$ cat src/sv/spq_pkg.sv
// spq_pkg: types and constants of the sorted priority queue
// used by spq_cell and sorted_priority_queue, depends on nothing
package spq_pkg;

  localparam int KEY_BITS     = 40;
  localparam int PAYLOAD_BITS = 32;
  localparam int OCC_BITS     = 5;
  localparam int QUEUE_DEPTH  = 16;

  typedef enum logic {
    OP_INSERT = 1'b0,
    OP_REMOVE = 1'b1
  } op_t;

  typedef enum logic [1:0] {
    ST_DONE  = 2'd0,
    ST_EMPTY = 2'd1,
    ST_FULL  = 2'd2
  } status_t;

  typedef struct packed {
    op_t                     operation;
    logic [KEY_BITS-1:0]     key;
    logic [PAYLOAD_BITS-1:0] payload;
  } in_item_t;

  typedef struct packed {
    logic [KEY_BITS-1:0]     out_key;
    logic [PAYLOAD_BITS-1:0] out_payload;
    status_t                 status;
    logic [OCC_BITS-1:0]     occupancy;
  } out_item_t;

  typedef struct packed {
    logic [KEY_BITS-1:0]     key;
    logic [PAYLOAD_BITS-1:0] payload;
  } entry_t;

  typedef struct packed {
    logic   ins;
    logic   rem;
    entry_t entry;
  } cmd_t;

endpackage

$ cat src/sv/sorted_priority_queue.sv
// sorted_priority_queue: bounded priority queue as a chain of compare-and-shift cells
// all cells compare and shift in parallel; results are registered at the output
// throughput: one insert or remove per cycle while the output is not stalled
// reset: clears the occupancy counter, the cell valid bits and the output valid
// depends on spq_pkg and spq_cell
module sorted_priority_queue #(
  parameter int QUEUE_DEPTH = spq_pkg::QUEUE_DEPTH
) (
  input  logic               clk,
  input  logic               rst_n,
  input  logic               in_valid,
  output logic               in_ready,
  input  spq_pkg::in_item_t  in_data,
  output logic               out_valid,
  input  logic               out_ready,
  output spq_pkg::out_item_t out_data
);

  localparam int CNT_BITS = $clog2(QUEUE_DEPTH + 1);

  logic [CNT_BITS-1:0] count_r;
  logic [CNT_BITS-1:0] count_nxt;
  logic                out_valid_r;
  logic                out_valid_nxt;
  spq_pkg::out_item_t  out_data_r;
  spq_pkg::out_item_t  out_data_nxt;

  logic                in_fire;
  logic                is_full;
  logic                is_empty;
  spq_pkg::cmd_t       cmd;

  logic [QUEUE_DEPTH-1:0] cell_valid;
  logic [QUEUE_DEPTH-1:0] cell_keep;
  spq_pkg::entry_t        cell_entry [QUEUE_DEPTH];

  assign in_ready  = !out_valid_r || out_ready;
  assign in_fire   = in_valid && in_ready;
  assign is_full   = (count_r == CNT_BITS'(QUEUE_DEPTH));
  assign is_empty  = (count_r == '0);
  assign out_valid = out_valid_r;
  assign out_data  = out_data_r;

  assign cmd.ins           = in_fire && (in_data.operation == spq_pkg::OP_INSERT) && !is_full;
  assign cmd.rem           = in_fire && (in_data.operation == spq_pkg::OP_REMOVE) && !is_empty;
  assign cmd.entry.key     = in_data.key;
  assign cmd.entry.payload = in_data.payload;

  for (genvar i = 0; i < QUEUE_DEPTH; i++) begin : g_cell
    logic            lk;
    logic            lv;
    spq_pkg::entry_t le;
    logic            rv;
    spq_pkg::entry_t re;

    if (i == 0) begin : g_head
      assign lk = 1'b1;
      assign lv = 1'b1;
      assign le = cmd.entry;
    end else begin : g_body
      assign lk = cell_keep[i-1];
      assign lv = cell_valid[i-1];
      assign le = cell_entry[i-1];
    end

    if (i == QUEUE_DEPTH - 1) begin : g_tail
      assign rv = 1'b0;
      assign re = cell_entry[i];
    end else begin : g_mid
      assign rv = cell_valid[i+1];
      assign re = cell_entry[i+1];
    end

    spq_cell u_cell (
      .clk         (clk),
      .rst_n       (rst_n),
      .cmd         (cmd),
      .left_keep   (lk),
      .left_valid  (lv),
      .left_entry  (le),
      .right_valid (rv),
      .right_entry (re),
      .valid       (cell_valid[i]),
      .entry       (cell_entry[i]),
      .keep        (cell_keep[i])
    );
  end

  always_comb begin
    count_nxt = count_r;
    if (cmd.ins) begin
      count_nxt = count_r + CNT_BITS'(1);
    end else if (cmd.rem) begin
      count_nxt = count_r - CNT_BITS'(1);
    end
  end

  always_comb begin
    out_valid_nxt = out_valid_r;
    if (in_fire) begin
      out_valid_nxt = 1'b1;
    end else if (out_ready) begin
      out_valid_nxt = 1'b0;
    end
  end

  always_comb begin
    out_data_nxt             = out_data_r;
    if (in_fire) begin
      out_data_nxt.out_key     = '0;
      out_data_nxt.out_payload = '0;
      out_data_nxt.status      = spq_pkg::ST_DONE;
      out_data_nxt.occupancy   = spq_pkg::OCC_BITS'(count_nxt);
      case (in_data.operation)
        spq_pkg::OP_INSERT: begin
          if (is_full) begin
            out_data_nxt.status = spq_pkg::ST_FULL;
          end
        end
        spq_pkg::OP_REMOVE: begin
          if (is_empty) begin
            out_data_nxt.status = spq_pkg::ST_EMPTY;
          end else begin
            out_data_nxt.out_key     = cell_entry[0].key;
            out_data_nxt.out_payload = cell_entry[0].payload;
          end
        end
        default: begin
          out_data_nxt.status = spq_pkg::ST_DONE;
        end
      endcase
    end
  end

  always_ff @(posedge clk) begin
    if (!rst_n) begin
      count_r     <= '0;
      out_valid_r <= 1'b0;
    end else begin
      count_r     <= count_nxt;
      out_valid_r <= out_valid_nxt;
    end
  end

  always_ff @(posedge clk) begin
    out_data_r <= out_data_nxt;
  end

  a_count_bound: assert property (@(posedge clk) disable iff (!rst_n)
    count_r <= CNT_BITS'(QUEUE_DEPTH))
    else $error("occupancy above queue depth");

  a_valid_matches_count: assert property (@(posedge clk) disable iff (!rst_n)
    $countones(cell_valid) == int'(count_r))
    else $error("cell valid bits disagree with occupancy");

  a_empty_status: assert property (@(posedge clk) disable iff (!rst_n)
    (in_fire && in_data.operation == spq_pkg::OP_REMOVE && is_empty)
      |=> (out_data_r.status == spq_pkg::ST_EMPTY))
    else $error("remove on empty queue not flagged");

  a_full_status: assert property (@(posedge clk) disable iff (!rst_n)
    (in_fire && in_data.operation == spq_pkg::OP_INSERT && is_full)
      |=> (out_data_r.status == spq_pkg::ST_FULL && count_r == CNT_BITS'(QUEUE_DEPTH)))
    else $error("insert on full queue not dropped");

endmodule

$ cat src/sv/spq_cell.sv
// spq_cell: one slot of the shift-register queue with its own compare
// depends on spq_pkg
module spq_cell (
  input  logic            clk,
  input  logic            rst_n,
  input  spq_pkg::cmd_t   cmd,
  input  logic            left_keep,
  input  logic            left_valid,
  input  spq_pkg::entry_t left_entry,
  input  logic            right_valid,
  input  spq_pkg::entry_t right_entry,
  output logic            valid,
  output spq_pkg::entry_t entry,
  output logic            keep
);

  logic            valid_r;
  logic            valid_nxt;
  spq_pkg::entry_t entry_r;
  spq_pkg::entry_t entry_nxt;

  // slot stays put on insert when it holds a key not above the new one
  assign keep  = valid_r && (entry_r.key <= cmd.entry.key);
  assign valid = valid_r;
  assign entry = entry_r;

  always_comb begin
    valid_nxt = valid_r;
    entry_nxt = entry_r;
    if (cmd.ins) begin
      valid_nxt = valid_r | left_valid;
      if (!keep) begin
        if (left_keep) begin
          entry_nxt = cmd.entry;
        end else begin
          entry_nxt = left_entry;
        end
      end
    end else if (cmd.rem) begin
      valid_nxt = right_valid;
      entry_nxt = right_entry;
    end
  end

  always_ff @(posedge clk) begin
    if (!rst_n) begin
      valid_r <= 1'b0;
    end else begin
      valid_r <= valid_nxt;
    end
  end

  always_ff @(posedge clk) begin
    entry_r <= entry_nxt;
  end

endmodule

$ cat config.mk
export PLATFORM = sky130hd
export DESIGN_NAME = sorted_priority_queue
export DESIGN_NICKNAME = d
export VERILOG_FILES = /design/src/sv/spq_pkg.sv /design/src/sv/sorted_priority_queue.sv /design/src/sv/spq_cell.sv
export SDC_FILE = /design/constraint.sdc
export NUM_CORES = 2
export LEC_CHECK = 0
export ABC_AREA = 1
export ABC_CLOCK_PERIOD_IN_PS = 6430
export BUFFER_PORTS_ARGS = -buffer_cell sky130_fd_sc_hd__buf_2
export CORE_ASPECT_RATIO = 1.5
export CORE_MARGIN = 2
export CORE_UTILIZATION = 50
export CTS_CLUSTER_DIAMETER = 200
export DETAILED_ROUTE_END_ITERATION = 12
export PLACE_DENSITY = 0.66
export REMOVE_ABC_BUFFERS = 1
export SKIP_CTS_REPAIR_TIMING = 1
export SYNTH_ARGS = -nofsm -noshare
export SYNTH_HDL_FRONTEND = slang
export SYNTH_SLANG_ARGS = --single-unit
$ cat constraint.sdc
create_clock -name clk -period 6.43 [get_ports clk]
set_input_delay 1.6075 -clock clk [delete_from_list [all_inputs] [get_ports clk]]
set_output_delay 1.6075 -clock clk [all_outputs]
set_load 0.02 [all_outputs]
==> reports/metrics.yaml <==
holdWs_ps: 502.2
drt_iter0_markers: 6778
drive_gt1_share_pct: 4.940
synthCells: 10662
required_ps: 6860
ff2ff_path_depth: 12
fmax_mhz: 203.8
synth_warnings: 0
fin_setup_tns_ps: 0
rows: 180
drtPass1Iterations: 6
core-area_um2: 160100
track_usage_pct: 33.35
cts.sinks: 1253
power_density_nw_per_um2: 284.5
instances_no_fill: 12854
ys_ff_latch: 1253
place.gp.congestion: 0.9607
io_buffers: 157
fill_cells: 15119
synth_edf_count: 1231
grt_pass1_vias: 67618
synth_area_leaders: "edfxtp_1, nand2_1, ha_1, inv_1, a21oi_1"
slew_violations: 29
cap_viol_max_count: 0
arrival_ps: 5340
ant_nets: 0
rsz0062_at_grt: "no"
drcViolationCount: 0
total_power_mw: 24.84
grt_max_degree: 203
grt_pass1_wl_um: 413100
synth_ff_type: "edfxtp_1"
syn_area_um2: 80410
synth.distinct_cells: 36
ff_latch_area_um2: 37410
finalCriticalPeriod_ps: 4907
postSynthAreaPerCell_um2: 7.542
finalClockSkew_ps: 26.54
dieWidth_um: 331.4
die_area_um2: 164100
violations: "slew limit"
viasPerCell: 5.401
p_leak_nw: 49.87
critPathLaunchType: "primary input"
ir_drop_uv: 231.1
hold_path_class: "flop to flop"
ios: 158
path_max_fanout: 35
async_flop_share_pct: 0
clock_path_buffers: 3
numCtsBuffers: 137
routedWlPerCell_um: 21.56
max_slew_margin_pct: -1.194
status: "finished with violations"
cts_tree: "done"
end_kind: "flop"
start_util_pct: 50.22
die_y_um: 495.2
wirelength_um: 277100
yosysSeqAreaShare_pct: 46.52
multi_input_area_um2: 35970
syn2layout_area_growth_pct: 8.578
vias: 69421
antenna_found_initial: 22
placed_cells: 12603
grt_overflow: 0
nets: 11368
crit_type: "primary input to flop"
insertion_delay_ps: 820
min_period_over_period_pct: 76.31
clockRootBuffer: "clkbuf_16"
yosysTopAreaCellShare_pct: 45.97
setup_viol: 0
cts.htree.levels: 4
tightest_slew_ps: 1518
path_clk_slew_ps: 60
hold_violations: 0
hold_path_depth: 2
dp_hpwl_um: 177600
synth.largest_area_cell: "edfxtp_1"
kinds of logic (layout without fill, tap and decap cells):
logic type / after synthesis / after routing / synth area share, %
AOI/OAI and AO/OA: 474 / 474 / 3.132
xor gates and xnor gates: 3 / 3 / 0.03268
adders and majority gates: 642 / 642 / 9.989
buffers and inverters: 1707 / 1794 / 9.022
DFF: 1253 / 1253 / 46.52
other: 0 / 12 / 0
and+or+nand+nor: 6583 / 6583 / 31.31
path summary, 6_finish.rpt:
path / startpoint / endpoint / slack [ps]
hold reg to reg: out_valid / out_valid / 500
setup / recovery: in_data[69] / g_cell[2].u_cell.entry[54] / 1520
hold / removal: out_valid / out_valid / 500
setup reg to reg: g_cell[2].u_cell.entry[69] / g_cell[2].u_cell.entry[54] / 2440
power by group:
part	internal [mW]	total, mW	leakage (nW)	switching [mW]
logic	1.81	6.05	36.0	4.24
clock network	4.10	7.65	2.00	3.55
registers	10.4	11.1	11.8	0.709
area by class of cell:
cell class	count	share of cell area, %
tap	2093	2.999
timing repair buffer	281	2.740
clock buffer	185	4.193
inverter	1274	5.489
multi-input combinational	7702	41.19
antenna	12	0.03439
sequential	1253	42.85
clock inverter	54	0.5044
critical path, cell delays in order:
cell	delay (ps)
buf_2	120
inv_1	360
buf_4	290
ha_1	190
nand4_1	160
nor2_1	440
nand3_1	290
nor2_1	590
nand2_1	130
nand3_1	120
nand2_1	90
nand2_4	100
nand2_4	70
nand2_4	100
buf_4	550
synth_stat cells (7+ instances only):
library cell,count
buf_2,233
buf_6,46
nor3_1,11
nand2_1,6055
clkbuf_1,96
a21o_1,28
a21oi_1,270
inv_1,1272
nand2_4,16
nor2_1,315
or2_0,9
nand2_2,35
a211oi_1,7
o21ai_0,141
dfxtp_1,22
ha_1,642
nand4_1,25
buf_4,53
nand3_1,111
edfxtp_1,1231
metrics by stage:
stage / utilization (%) / setup WS [ps] / cell area [µm²]
2_1_floorplan: - / -28840 / 77940
6_report: 54.52 / 1523 / 87310
4_1_cts: 54.51 / 1677 / 87280
5_1_grt: 54.51 / 1490 / 87290
3_3_place_gp: 51.94 / 873.6 / 83180
3_5_place_dp: 51.94 / 824.2 / 83180
registers in the layout, indices dropped and copies added, names as in the netlist:
signal	cells
count_r	5
g_cell.u_cell.entry	1152
g_cell.u_cell.valid	16
out_data	79
out_valid	1
cell usage in the layout (no fill, tap or decap), drive strengths merged, types with 22 or more instances in the layout:
master  count
clkbuf    185
a21oi     270
edfxtp   1231
inv      1279
nand4      25
nor2      315
ha        642
dfxtp      22
clkinv     46
a21o       28
buf       281
nand3     111
nand2    6106
o21ai     143
metal layers:
metal | GRT usage [%] | up-vias | wire (µm)
met5 | 0 | - | 89
met4 | 22.62 | 16 | 20220
met3 | 4.551 | 816 | 20460
met2 | 56.91 | 3114 | 132300
met1 | 39.25 | 32425 | 104000
li1 | - | 33050 | -
Power figures use the tool's default switching activity.
